### config.mk
export PLATFORM = sky130hd
export DESIGN_NAME = url_percent_decoder
export DESIGN_NICKNAME = d
export VERILOG_FILES = /design/src/upd_pkg.sv /design/src/url_percent_decoder.sv /design/src/upd_front.sv /design/src/upd_queue.sv /design/src/upd_back.sv
export SDC_FILE = /design/constraint.sdc
export NUM_CORES = 1
export LEC_CHECK = 0
export ABC_AREA = 0
export ABC_CLOCK_PERIOD_IN_PS = 4900
export BUFFER_PORTS_ARGS = -buffer_cell sky130_fd_sc_hd__buf_4
export CAP_MARGIN = 20
export CORE_MARGIN = 2
export CORE_UTILIZATION = 40
export CTS_CLUSTER_DIAMETER = 30
export DETAILED_ROUTE_END_ITERATION = 10
export HOLD_SLACK_MARGIN = 0.15
export PLACE_DENSITY = 0.63
export SYNTH_ARGS = -nofsm -noshare
export SYNTH_HDL_FRONTEND = slang
export SYNTH_SLANG_ARGS = --single-unit
### constraint.sdc
create_clock -name clk -period 4.9 [get_ports clk]
set_input_delay 0.245 -clock clk [delete_from_list [all_inputs] [get_ports clk]]
set_output_delay 0.245 -clock clk [all_outputs]
set_load 0.01 [all_outputs]
### src/upd_pkg.sv
// Shared types, character codes and hex helpers for the URL percent decoder.
// Used by every module of the decoder; depends on nothing.
package upd_pkg;

  localparam logic [7:0] CH_PERCENT = 8'h25;
  localparam logic [7:0] CH_PLUS    = 8'h2B;
  localparam logic [7:0] CH_SPACE   = 8'h20;

  localparam int GROUP_MAX = 3;
  localparam int QDEPTH    = 2;
  localparam int QPTR_W    = $clog2(QDEPTH);
  localparam int QCNT_W    = $clog2(QDEPTH + 1);

  typedef enum logic [1:0] {
    PH_IDLE  = 2'd0,
    PH_PCT   = 2'd1,
    PH_DIGIT = 2'd2
  } phase_t;

  typedef struct packed {
    logic [GROUP_MAX-1:0][7:0] data;
    logic [1:0]                cnt;
    logic                      last;
  } group_t;

  function automatic logic is_hex(input logic [7:0] c);
    return (c >= 8'h30 && c <= 8'h39) || (c >= 8'h41 && c <= 8'h46) ||
           (c >= 8'h61 && c <= 8'h66);
  endfunction

  function automatic logic [3:0] hex_val(input logic [7:0] c);
    logic [3:0] v;
    if (c <= 8'h39) begin
      v = c[3:0];
    end else begin
      v = 4'(c[3:0] + 4'd9);
    end
    return v;
  endfunction

endpackage

### src/url_percent_decoder.sv
// Top level of the streaming URL percent decoder.
// Instantiates upd_front, upd_queue and upd_back; depends on upd_pkg.
//
// The decoder takes one encoded byte per transfer and returns decoded bytes
// in order, one per transfer: "%" with two hex digits becomes that byte, "+"
// becomes a space, and a broken escape is passed through literally. Ordinary
// bytes and valid escapes sustain one input byte per cycle while the output
// accepts every byte; a byte that completes a broken escape yields one to
// three output bytes, and once the two-group queue between the front and back
// ends has filled, input waits while the extra output bytes are sent. Output
// bytes pass through a queue entry and then a registered output stage.
module url_percent_decoder (
  input  logic       clk,
  input  logic       rst,
  input  logic       in_valid,
  output logic       in_ready,
  input  logic [7:0] in_byte,
  input  logic       in_last,
  output logic       out_valid,
  input  logic       out_ready,
  output logic [7:0] out_byte,
  output logic       out_last
);

  logic            push_valid, push_ready;
  upd_pkg::group_t push_grp;
  logic            head_valid, pop;
  upd_pkg::group_t head;

  upd_front u_front (
    .clk        (clk),
    .rst        (rst),
    .in_valid   (in_valid),
    .in_ready   (in_ready),
    .in_byte    (in_byte),
    .in_last    (in_last),
    .push_valid (push_valid),
    .push_grp   (push_grp),
    .push_ready (push_ready)
  );

  upd_queue u_queue (
    .clk        (clk),
    .rst        (rst),
    .push_valid (push_valid),
    .push_ready (push_ready),
    .push_grp   (push_grp),
    .head_valid (head_valid),
    .head       (head),
    .pop        (pop)
  );

  upd_back u_back (
    .clk        (clk),
    .rst        (rst),
    .head_valid (head_valid),
    .head       (head),
    .pop        (pop),
    .out_valid  (out_valid),
    .out_ready  (out_ready),
    .out_byte   (out_byte),
    .out_last   (out_last)
  );

endmodule

### src/upd_front.sv
// Front end of the URL percent decoder: tracks the escape state and turns each
// input byte into a group of zero to three output bytes. Depends on upd_pkg.
module upd_front (
  input  logic            clk,
  input  logic            rst,
  input  logic            in_valid,
  output logic            in_ready,
  input  logic [7:0]      in_byte,
  input  logic            in_last,
  output logic            push_valid,
  output upd_pkg::group_t push_grp,
  input  logic            push_ready
);

  upd_pkg::phase_t phase, phase_next;
  logic [7:0] held, held_next;
  upd_pkg::group_t grp;
  logic accept;
  logic b_hex, plain_emit, plain_escape;
  logic [7:0] plain_byte;

  assign in_ready = push_ready;
  assign accept   = in_valid && in_ready;

  always_comb begin
    b_hex        = upd_pkg::is_hex(in_byte);
    plain_escape = (in_byte == upd_pkg::CH_PERCENT) && !in_last;
    plain_emit   = !plain_escape;
    plain_byte   = (in_byte == upd_pkg::CH_PLUS) ? upd_pkg::CH_SPACE : in_byte;
    grp          = '0;
    grp.last     = in_last;
    held_next    = held;
    phase_next   = upd_pkg::PH_IDLE;
    unique case (phase)
      upd_pkg::PH_PCT: begin
        if (b_hex) begin
          if (in_last) begin
            grp.data[0] = upd_pkg::CH_PERCENT;
            grp.data[1] = in_byte;
            grp.cnt     = 2'd2;
          end else begin
            held_next  = in_byte;
            phase_next = upd_pkg::PH_DIGIT;
          end
        end else begin
          grp.data[0] = upd_pkg::CH_PERCENT;
          grp.data[1] = plain_byte;
          grp.cnt     = plain_emit ? 2'd2 : 2'd1;
          phase_next  = plain_escape ? upd_pkg::PH_PCT : upd_pkg::PH_IDLE;
        end
      end
      upd_pkg::PH_DIGIT: begin
        if (b_hex) begin
          grp.data[0] = {upd_pkg::hex_val(held), upd_pkg::hex_val(in_byte)};
          grp.cnt     = 2'd1;
        end else begin
          grp.data[0] = upd_pkg::CH_PERCENT;
          grp.data[1] = held;
          grp.data[2] = plain_byte;
          grp.cnt     = plain_emit ? 2'd3 : 2'd2;
          phase_next  = plain_escape ? upd_pkg::PH_PCT : upd_pkg::PH_IDLE;
        end
      end
      default: begin
        grp.data[0] = plain_byte;
        grp.cnt     = plain_emit ? 2'd1 : 2'd0;
        phase_next  = plain_escape ? upd_pkg::PH_PCT : upd_pkg::PH_IDLE;
      end
    endcase
  end

  assign push_valid = accept && (grp.cnt != 2'd0);
  assign push_grp   = grp;

  always_ff @(posedge clk) begin
    if (rst) begin
      phase <= upd_pkg::PH_IDLE;
      held  <= '0;
    end else if (accept) begin
      phase <= phase_next;
      held  <= held_next;
    end
  end

  // The end of a string always leaves the decoder with no escape pending.
  a_last_clears: assert property (@(posedge clk) disable iff (rst)
    accept && in_last |=> phase == upd_pkg::PH_IDLE)
    else $error("escape still pending after last byte");

  // A last byte always produces at least one output byte.
  a_last_emits: assert property (@(posedge clk) disable iff (rst)
    accept && in_last |-> push_valid)
    else $error("last byte produced no output");

endmodule

### src/upd_queue.sv
// Short group queue between the front and back ends of the decoder.
// Depends on upd_pkg for the group type and queue depth.
module upd_queue (
  input  logic            clk,
  input  logic            rst,
  input  logic            push_valid,
  output logic            push_ready,
  input  upd_pkg::group_t push_grp,
  output logic            head_valid,
  output upd_pkg::group_t head,
  input  logic            pop
);

  upd_pkg::group_t mem [upd_pkg::QDEPTH];
  logic [upd_pkg::QPTR_W-1:0] wr_ptr, rd_ptr;
  logic [upd_pkg::QCNT_W-1:0] count;
  logic push, pop_ok;

  assign push_ready = (count != upd_pkg::QCNT_W'(upd_pkg::QDEPTH));
  assign head_valid = (count != '0);
  assign head       = mem[rd_ptr];
  assign push       = push_valid && push_ready;
  assign pop_ok     = pop && head_valid;

  always_ff @(posedge clk) begin
    if (push) begin
      mem[wr_ptr] <= push_grp;
    end
  end

  always_ff @(posedge clk) begin
    if (rst) begin
      wr_ptr <= '0;
      rd_ptr <= '0;
      count  <= '0;
    end else begin
      if (push) begin
        wr_ptr <= upd_pkg::QPTR_W'(wr_ptr + 1'b1);
      end
      if (pop_ok) begin
        rd_ptr <= upd_pkg::QPTR_W'(rd_ptr + 1'b1);
      end
      unique case ({push, pop_ok})
        2'b10:   count <= upd_pkg::QCNT_W'(count + 1'b1);
        2'b01:   count <= upd_pkg::QCNT_W'(count - 1'b1);
        default: count <= count;
      endcase
    end
  end

  // The back end never pops an empty queue.
  a_no_underflow: assert property (@(posedge clk) disable iff (rst)
    pop |-> head_valid)
    else $error("pop from empty queue");

endmodule

### src/upd_back.sv
// Back end of the URL percent decoder: serializes each queued group into
// single output bytes through a registered output stage. Depends on upd_pkg.
module upd_back (
  input  logic            clk,
  input  logic            rst,
  input  logic            head_valid,
  input  upd_pkg::group_t head,
  output logic            pop,
  output logic            out_valid,
  input  logic            out_ready,
  output logic [7:0]      out_byte,
  output logic            out_last
);

  logic [1:0] idx;
  logic load, at_end;

  assign load   = !out_valid || out_ready;
  assign at_end = (idx == 2'(head.cnt - 2'd1));
  assign pop    = load && head_valid && at_end;

  always_ff @(posedge clk) begin
    if (rst) begin
      out_valid <= 1'b0;
      idx       <= '0;
    end else if (load) begin
      out_valid <= head_valid;
      if (head_valid) begin
        idx <= at_end ? 2'd0 : 2'(idx + 2'd1);
      end
    end
  end

  always_ff @(posedge clk) begin
    if (load && head_valid) begin
      out_byte <= head.data[idx];
      out_last <= head.last && at_end;
    end
  end

  // The byte index stays inside the group being sent.
  a_idx_range: assert property (@(posedge clk) disable iff (rst)
    head_valid |-> (idx < head.cnt))
    else $error("byte index past end of group");

endmodule
Yosys cells after proc, flatten, opt, wreduce, memory -nomap -nowiden
Memory sizes are Yosys's and may differ from the RTL's. A register that Yosys moved wholly into a read port is not among the register bits.
Index checks and enable logic that the tools add are counted.
{ "totals": {"reg_bits": 26, "ram_bits": 54, "in_bits": 13, "output_inout_bits": 11, "word_cells": 82, "n_memories": 1} }
{ "memory_table": {"columns": ["memory", "words", "word_bits", "rd", "rd_ports_with_merged_regs", "wr", "line", "rtl"], "rows": [
  ["u_queue.mem", 2, 27, 1, 1, 1, "upd_queue.sv:14", "upd_pkg::group_t mem [upd_pkg::QDEPTH];"]
]} }
{ "classes": {"n_addsub": 8, "order_cmp": 8, "n_eq_ne": 8, "n_mux": 26, "bitwise_logic": 1, "reduce_logical": 21} }
{ "ops": {"columns": ["cell", "n"], "rows": [
  ["$mux 18", 2],
  ["$mux 8", 3],
  ["$pmux 10 s2", 1],
  ["$bmux 8 s2", 1],
  ["$eq 8x6->1 const B", 2],
  ["$ge 8x7->1 const B", 2],
  ["$le 8x6->1 const B", 2],
  ["$le 8x7->1 const B", 2],
  ["$mux 16", 1],
  ["$pmux 8 s2", 1],
  ["$logic_and 1x1->1", 11],
  ["$mux 10", 1],
  ["$mux 2", 5],
  ["$add 4x4->4 const B", 2],
  ["$ge 8x6->1 const B", 1],
  ["$mux 4", 2],
  ["$pmux 2 s2", 2],
  ["$mux 1", 7],
  ["$reduce_bool 2->1", 3],
  ["$add 2x1->2 const B", 2],
  ["$eq 2x1->1 const B", 2],
  ["$eq 2x2->1 const B", 2],
  ["$reduce_and 4->1", 1],
  ["$sub 2x1->2 const B", 2],
  ["8 further kinds", 12]
]} }

Logic depth before layout (Yosys ltp)
Gate-level depths: netlist of run 1.
{ "depth": {"depth_word": 11, "ltp_mapped": 11, "depth_no_buf": 11} }

Modules after synthesis
From an unflattened synthesis of run 1, not the netlist that was laid out.
{ "hier_totals": {"cells_unflattened": 325, "area_unflattened_um2": 4005.1} }
{ "modules_own_cells": {"columns": ["module", "instances", "cells_each", "area_each_um2", "seq_area_each_um2"], "rows": [
  ["upd_queue", 1, 108, 2163.3, 1721.7],
  ["upd_front", 1, 157, 1208.7, 200.2],
  ["upd_back", 1, 60, 633.1, 330.3]
]} }

Worst setup path before layout of run 1
No wires, ideal clock.
{ "synth_path": {"path_type": "input to register", "from": "input in_byte[1]", "to": "memory u_queue.mem[1][0] in the netlist's numbering (enable)", "setup_ps": 451, "t_arrival_ps": 3522, "required_ps": 4449, "slack_ps": 927, "stages": 7, "path_buffers": 0, "path_cell_list": "inv_1 > ha_1 > nor4b_1 > a2111oi_4 > a31oi_4 > a211oi_1 > nor3b_1"} }
{ "synth_between": {"elab_chain_cells": 11, "word_cells_on_any_way": 24, "classes_between": "order compare: 6; eq/ne: 1; mux: 8; reduce/logical: 9"} }
{ "synth_lines": {"columns": ["element", "line", "rtl"], "rows": [
  ["from (decl)", "url_percent_decoder.sv:17", "input logic [7:0] in_byte,"],
  ["$ge 8x6->1, or another cell as far along", "upd_pkg.sv:27", "return (c >= 8'h30 && c <= 8'h39) || (c >= 8'h41 && c <= 8'h46) ||"],
  ["$logic_and 1x1->1", "upd_pkg.sv:27", null],
  ["$logic_or 1x1->1 (2 in a row)", "upd_pkg.sv:27", null],
  ["$mux 10 / $mux 18 (equally long branches)", "upd_front.sv:53, upd_front.sv:36", null],
  ["$pmux 10 s2 (*)", "upd_front.sv:34", "unique case (phase)"],
  ["$reduce_bool 2->1 (*)", "upd_front.sv:72", "assign push_valid = accept && (grp.cnt != 2'd0);"],
  ["$logic_and 1x1->1 (*)", "upd_front.sv:72", null],
  ["$logic_and 1x1->1 (*)", "upd_queue.sv:22", "assign push = push_valid && push_ready;"],
  ["$mux 1 (*)", "upd_queue.sv:26", "if (push) begin"],
  ["$mux 1 (implied by the code) (*)", "upd_queue.sv:27", "mem[wr_ptr] <= push_grp;"],
  ["to (decl)", "upd_queue.sv:14", null]
]} }
Mark *: on every way between the ends. The rest lies on a longest branch, timed or not.

Worst setup path in the final report of run 1
{ "layout_path": {"from": "register u_front.phase[0]", "to": "register u_queue.count[1] in the netlist's numbering"} }
{ "layout_between": {"elab_chain_cells": 7, "word_cells_on_any_way": 10, "classes_between": "eq/ne: 4; mux: 2; reduce/logical: 4"} }
{ "layout_lines": {"columns": ["element", "line", "rtl"], "rows": [
  ["from (decl)", "upd_front.sv:15", "upd_pkg::phase_t phase, phase_next;"],
  ["from (signal assigned)", "upd_front.sv:77", "phase <= upd_pkg::PH_IDLE;"],
  ["from (signal assigned)", "upd_front.sv:80", "phase <= phase_next;"],
  ["$eq 2x2->1 / $eq 2x1->1 (equally long branches)", "upd_front.sv:34", null],
  ["$pmux 10 s2 (*)", "upd_front.sv:34", null],
  ["$reduce_bool 2->1 (*)", "upd_front.sv:72", null],
  ["$logic_and 1x1->1 (*)", "upd_front.sv:72", null],
  ["$logic_and 1x1->1 (*)", "upd_queue.sv:22", null],
  ["$eq 2x1->1 / $eq 2x2->1 (equally long branches)", "upd_queue.sv:43", "unique case ({push, pop_ok})"],
  ["$pmux 2 s2 / $reduce_bool 2->1 (equally long branches)", null, null],
  ["to (signal assigned)", "upd_queue.sv:44", "2'b10: count <= upd_pkg::QCNT_W'(count + 1'b1);"],
  ["to (signal assigned)", "upd_queue.sv:45", "2'b01: count <= upd_pkg::QCNT_W'(count - 1'b1);"],
  ["to (signal assigned)", "upd_queue.sv:46", "default: count <= count;"],
  ["to (decl)", "upd_queue.sv:16", "logic [upd_pkg::QCNT_W-1:0] count;"]
]} }
Marks and branches as above.
A chain may end at the register's enable or synchronous reset.

==> flow_summary_export.csv, run 1 <==
group,metric,value,unit
layout,areaGrowthSynthToFinish,13.4,%
worst_hold_path,holdCritStartpoint,"out_ready",
synth,synth_area_leaders,"edfxtp_1 (49%), dfxtp_1 (9.3%), mux2i_1 (4.9%)",
floorplanning,core_area,9280,sq um
power_and_ir_drop,power_density,439,nW/um^2
global_route,overflow,0,
route,drt_iter0_drc,136,
setup_path,cp-start-kind,"flop",
timing,fin_worst_skew,12.9,ps
layout,finalNetCount,339,
timing,drv_slew,0,
route,finalWirelength,7680,um
layout,fin_area,4380,sq um
setup_path,r2r-start,"u_front.phase[0]",
route,drtPass1Iterations,4,
synth,ys_types,60,
setup_path,cpLargestDelayFamily,"simple AND/OR/NAND/NOR gates",
placed_design,gp_congestion,0.853,
layout,drive_gt1_frac,0.231,
layout,nFillCells,857,
synth,yosysTopAreaCell,"edfxtp_1",
synth,synth_nets,314,
setup_path,arrival,3260,ps
placed_design,numPortBuffers,23,
global_route,first_global_vias,2236,
route,routed_via_density,5.34,
route,ant_nets,0,
route,dr_total_vias,2402,
global_route,grt_pass1_wl,12300,um
clocking,cts-root-buf,"clkbuf_8",
clocking,clockBufferDepth,2,
layout,antenna_cells,0,
synth,synth-edff-count,63,
floorplanning,fp.dieArea,10500,sq um
timing,fin_crit,2970,ps
floorplanning,ios,24,
timing,max_freq,336,MHz
setup_path,cp-end-kind,"flop",
clocking,cts_setup_buffers,0,
global_route,gr-usage-all-layers,0.157,
worst_hold_path,hold_path.class,"in -> reg",
setup_path,crit_start,"u_front.phase[0]",
floorplanning,num_rows,35,
synth,yosysSeqAreaShare,0.583,
timing,tightestPinTransition,688,ps
timing,setup_violations,0,
clocking,clk_latency,350,ps
timing,hold_viol_final,0,
floorplanning,chipWidth,102,um
clocking,cts_buffers,9,
power_and_ir_drop,vdd_drop_max,0.180,mV
floorplanning,initial_utilization,0.416,
setup_path,crit_path_max_incr_delay,510,ps
placed_design,dpl_cell_area,4170,sq um
clocking,path_clk_slew,90,ps
setup_path,crit_required,5190,ps
setup_path,cp_slowest_cell,"ha_1",
synth,synth-seq-cells,81,
placed_design,dp_hpwl,5190,um
global_route,antenna_found_initial,0,
power_and_ir_drop,leakagePower,0.00162,uW
synth,synthFlopType,"edfxtp_1",
clocking,htree_levels,3,
synth,async_flop_share,0,
route,wire_per_inst,17.1,um
synth,syn-cell-area,3860,sq um
floorplanning,fp.dieH,102,um
timing,maxSlewHeadroom,0.536,
synth,yosysWarnings,0,
clocking,cts.sinks,81,
timing,rsz0062_at_grt,"no",
clocking,tritoncts,"done",
flow_run,maxCapViolCount,0,
global_route,grt_max_degree,28,
setup_path,cp_cell_sequence,"inv_1 > ha_1 > nand2b_1 > a21oi_1 > buf_4 > a211oi_1 > or2_1 > ha_1 > or3_1 > a21oi_1",
route,drc_errors,0,
setup_path,path_class,"reg -> reg",
timing,post-route-period-util,0.607,
setup_path,path_max_fanout,13,
synth,synth_area_per_cell,13.3,sq um
run_status,status,"finished clean",
timing,tns,0,ps
synth,synth_top_area_frac,0.490,
synth,synth_cells,291,
setup_path,path_buf_inv,2,
## final timing paths
path | to | slack (ps) | depth (start not counted)
setup / recovery | u_queue.count[1] | 1930 | 10
setup reg to reg | u_queue.count[1] | 1930 | 10
hold reg to reg | u_back.out_valid | 500 | 2
hold / removal | u_back.out_valid | 180 | 3
## per-layer routing
metal  vias up  wire length (um)  share of wire  track usage
li1       1151                 -              -            -
met1      1173              3650           0.48        0.220
met2        68              3580           0.47        0.239
met3        10               305          0.040       0.0356
met4         0               138          0.018       0.0615
met5         -                 0              0            0
## flip-flops by register name, summed over array words and instances (netlist names), named ones only
name              cells
u_back.idx            2
u_queue.count         2
u_front.held          8
u_queue.rd_ptr        1
u_back.out_valid      1
u_queue.wr_ptr        1
u_front.phase         2
u_back.out_last       1
u_queue.mem          54
u_back.out_byte       8
## cell type report
type                    count  area [sq um]  area share
clock inverters             7          78.8      0.0180
flip-flops and latches     81          2250       0.514
clock buffers               9           124      0.0283
well taps                 129           161      0.0369
multi-input cells         179          1490       0.339
inverters                  17          63.8      0.0146
repair buffers             28           213      0.0486
## what timing repair did
item                                   4_1_cts  5_1_grt
gates resized for setup                      0        0
hold buffers                                 1        0
endpoints found under the hold margin        2        0
## layout by cell type, fill, tap and decap left out, drive strengths merged, types with 3 or more instances in the layout
cell type	instances
edfxtp	63
buf	27
mux2i	19
inv	19
dfxtp	18
nor2	15
a21oi	12
nand2	11
ha	10
a22o	10
clkbuf	9
nand2b	9
and3	9
o21ai	8
mux4	8
o22ai	8
nor2b	5
xnor2	5
nand3	5
nor3	4
nor4b	3
clkinvlp	3
and2	3
## power breakdown
part,internal [uW],switching (uW),total [uW]
Combinational,212,249,461
Clock,240,260,499
Sequential,904,58.9,963
## Yosys cell counts (4+ instances only)
cell,count
a21oi_1,11
a22o_1,6
a22o_2,4
and3_1,7
clkbuf_1,6
dfxtp_1,18
edfxtp_1,63
ha_1,10
inv_1,17
mux2i_1,19
mux4_2,8
nand2_1,11
nand2b_1,8
nand3_1,4
nor2_1,14
nor2b_1,5
nor3_1,4
o21ai_0,8
o22ai_1,8
xnor2_1,5
## stage by stage
step | power [uW] | util | cells | setup WS [ps] | hold WS, ps
after CTS | 1940 | 0.472 | 450 | 1950 | 167
after floorplan | 1280 | - | 291 | 927 | 344
after global routing | 2020 | 0.472 | 450 | 1610 | 200
after global placement | 1430 | 0.449 | 433 | 1890 | 463
final | 1920 | 0.472 | 450 | 1930 | 179
after detailed placement | 1440 | 0.449 | 433 | 1840 | 467
## worst reg2reg max path, cell delays in order, from the launching register on
cell and delay [ps]:
dfxtp_1 360, inv_1 50, ha_1 510, nand2b_1 360, a21oi_1 70, buf_4 200, a211oi_1 440, or2_1 170
ha_1 250, or3_1 370, a21oi_1 140
## cell families after synthesis
group / count (synthesis) / share of synthesized area
buf+inv: 31 / 0.0343
flops: 81 / 0.583
fa+ha+maj: 10 / 0.0324
compound gates: 57 / 0.118
mux: 29 / 0.102
simple gates: 77 / 0.117
xor+xnor: 6 / 0.0136
Power figures use the tool's default switching activity.
==> run 2: changes to the inputs <==
Settings changed: ABC_CLOCK_PERIOD_IN_PS 4900 to 2700, PLACE_DENSITY 0.63 to 0.66.
Clock period 4.9 ns to 2.7 ns, I/O delays scaled along.
==> run 2 against run 1 <==
  * Flip-flop and latch count is the same
  * Sequential share of layout area is 3.3 points lower
  * Critical path type is now in -> reg
  * Cell count up 7.6%
  * Total power up 85%
==> flow_summary_export.csv, run 2 (synthesis results as in run 1) <==
group,metric,value,unit
layout,final_cell_mix,"edfxtp_1 (63), buf_4 (55), mux2i_1 (19)",
global_route,grt_busiest_layer,"met2",
setup_path,path_class,"in -> reg",
route,drt_iter0_drc,177,
layout,regArea,2250,sq um
clocking,cts.sinks,81,
timing,fin_worst_skew,8.61,ps
global_route,gr-usage-all-layers,0.161,
route,routed_via_density,5.24,
timing,fin_crit,2610,ps
layout,regMostFlops,"u_queue.mem",
layout,nFillCells,842,
global_route,overflow,0,
timing,hold_viol_final,0,
global_route,use_met3,0.0315,
timing,max_freq,383,MHz
setup_path,crit_path_max_incr_delay,540,ps
worst_hold_path,hold_path_end,"u_queue.wr_ptr",
global_route,grt_max_degree,28,
worst_hold_path,hold_path.class,"in -> reg",
floorplanning,ios,24,
timing,setup_violations,0,
setup_path,cp-end-kind,"flop",
route,drtPass1Iterations,5,
clocking,cts_buffers,9,
timing,worst_hold_slack,180,ps
layout,areaGrowthSynthToFinish,21.2,%
worst_hold_path,holdCritStartpoint,"in_valid",
clocking,clockBufferDepth,2,
layout,final_cell_count_no_fill,484,
timing,tns,0,ps
route,finalWirelength,7890,um
clocking,tritoncts,"done",
setup_path,cp-start-kind,"input pin",
flow_run,maxCapViolCount,0,
floorplanning,fp.dieH,102,um
timing,drv_slew,0,
setup_path,reg2reg_slack,160,ps
route,drc_errors,0,
floorplanning,fp.dieArea,10500,sq um
setup_path,cp_slowest_cell,"dlygate4sd3_1",
route,ant_nets,0,
setup_path,cp_cell_sequence,"dlygate4sd3_1 > buf_4 > nor2b_1 > a2111oi_4 > a31oi_4 > a211oi_1 > buf_4 > or2_1 > ha_1 > or3_1 > a21oi_1",
clocking,htree_levels,3,
setup_path,rr_worst_depth,7,
layout,multi_input_area,1510,sq um
floorplanning,chipWidth,102,um
worst_hold_path,min_delay_path_depth,4,
power_and_ir_drop,vdd_drop_max,0.337,mV
floorplanning,num_rows,35,
layout,finalNetCount,373,
floorplanning,core_area,9280,sq um
setup_path,path_max_fanout,9,
clocking,clk_latency,350,ps
layout,antenna_cells,0,
power_and_ir_drop,finalPower,3570,uW
layout,layout_commonest_cell,"edfxtp_1",
clocking,cts-root-buf,"clkbuf_8",
setup_path,arrival,2900,ps
global_route,antenna_found_initial,0,
timing,post-route-period-util,0.967,
setup_path,r2r-start,"u_front.phase[0]",
placed_design,dp_hpwl,5580,um
layout,top_regs,"u_queue.mem (54), u_back.out_byte (8), u_front.held (8)",
global_route,first_global_vias,2550,
layout,largest_reg_flops,54,
timing,tightestPinTransition,1000,ps
setup_path,reg2reg_to,"u_queue.mem[0][1]",
clocking,path_clk_slew,90,ps
placed_design,numPortBuffers,23,
power_and_ir_drop,leakagePower,0.00179,uW
power_and_ir_drop,power_density,762,nW/um^2
run_status,status,"finished clean",
route,wire_per_inst,16.3,um
layout,drive_gt1_frac,0.293,
route,dr_total_vias,2536,
setup_path,crit_required,2990,ps
placed_design,place_inst,459,
floorplanning,initial_utilization,0.416,
placed_design,gp_congestion,0.873,
global_route,grt_pass1_wl,12600,um
setup_path,critPathMostFrequentCell,"buf_4",
timing,maxSlewHeadroom,0.328,
global_route,met2_usage,0.277,
global_route,met1_usage,0.197,
[run 2: cell count changes in the layout (fill, tap and decap cells not counted)]
| cell | delta |
|---|---|
| buf_12 | +1 |
| buf_4 | +28 |
| clkinv_4 | -1 |
| clkinvlp_4 | -1 |
| dlygate4sd3_1 | +4 |
| inv_8 | +2 |
| nor3_4 | +1 |
| nor3b_2 | -1 |
| nor3b_4 | +1 |
[run 2: final cells by class]
cell class	instances	area share
sequential	81	0.481
timing repair buffer	61	0.103
clock inverter	7	0.0182
inverter	17	0.0136
clock buffer	9	0.0265
multi-input combinational	180	0.323
tap	129	0.0345
[run 2: layer usage]
layer	vias to the layer above	wire, um
li1	1221	-
met1	1247	3500
met2	54	3980
met3	14	250
met4	0	161
met5	-	0
[run 2: how the worst max path moves through the flow]
stage / start / endpoint / slack, ps
CTS: in_byte[3] / u_queue.count[1] / 100
global route: in_byte[3] / u_queue.count[1] / -0.4
floorplan: in_byte[0] / u_queue.count[1] / -30
finish: in_byte[3] / u_queue.count[1] / 90
detailed placement: in_byte[0] / u_queue.mem[0][15] / -180
global placement: in_byte[0] / u_queue.mem[0][23] / -100
[run 2: worst max-delay path: cells and delay by family]
kind	cells	cell delay (ps)
AO/OA/AOI/OAI	4	950
buffers and inverters	3	910
AND/OR/NAND/NOR	3	660
adder cells (fa/ha/maj)	1	250
[run 2: through the flow]
step           worst slack [ps]   util  instance area (sq um)
2_1_floorplan             -32.5      -                   3880
3_5_place_dp               -179  0.473                   4390
5_1_grt                  -0.373  0.504                   4680
4_1_cts                     103  0.501                   4660
6_report                   89.2  0.504                   4680
3_3_place_gp               -101  0.473                   4390
[run 2: timing repair]
item                       in CTS  in global routing
cloned                          1                  0
buffers inserted                0                  3
hold buffers                    5                  0
resized for setup               0                  0
pin swaps                       1                  2
setup endpoints to repair       6                  1
hold endpoints to repair       16                  0
[run 2: power breakdown]
part / total (uW) / switching, uW / internal, uW / leakage [uW]
Clock: 926 / 480 / 446 / 0.000100
Sequential: 1750 / 106 / 1640 / 0.000746
Combinational: 894 / 464 / 430 / 0.000945
Total: 3570 / 1050 / 2520 / 0.00179
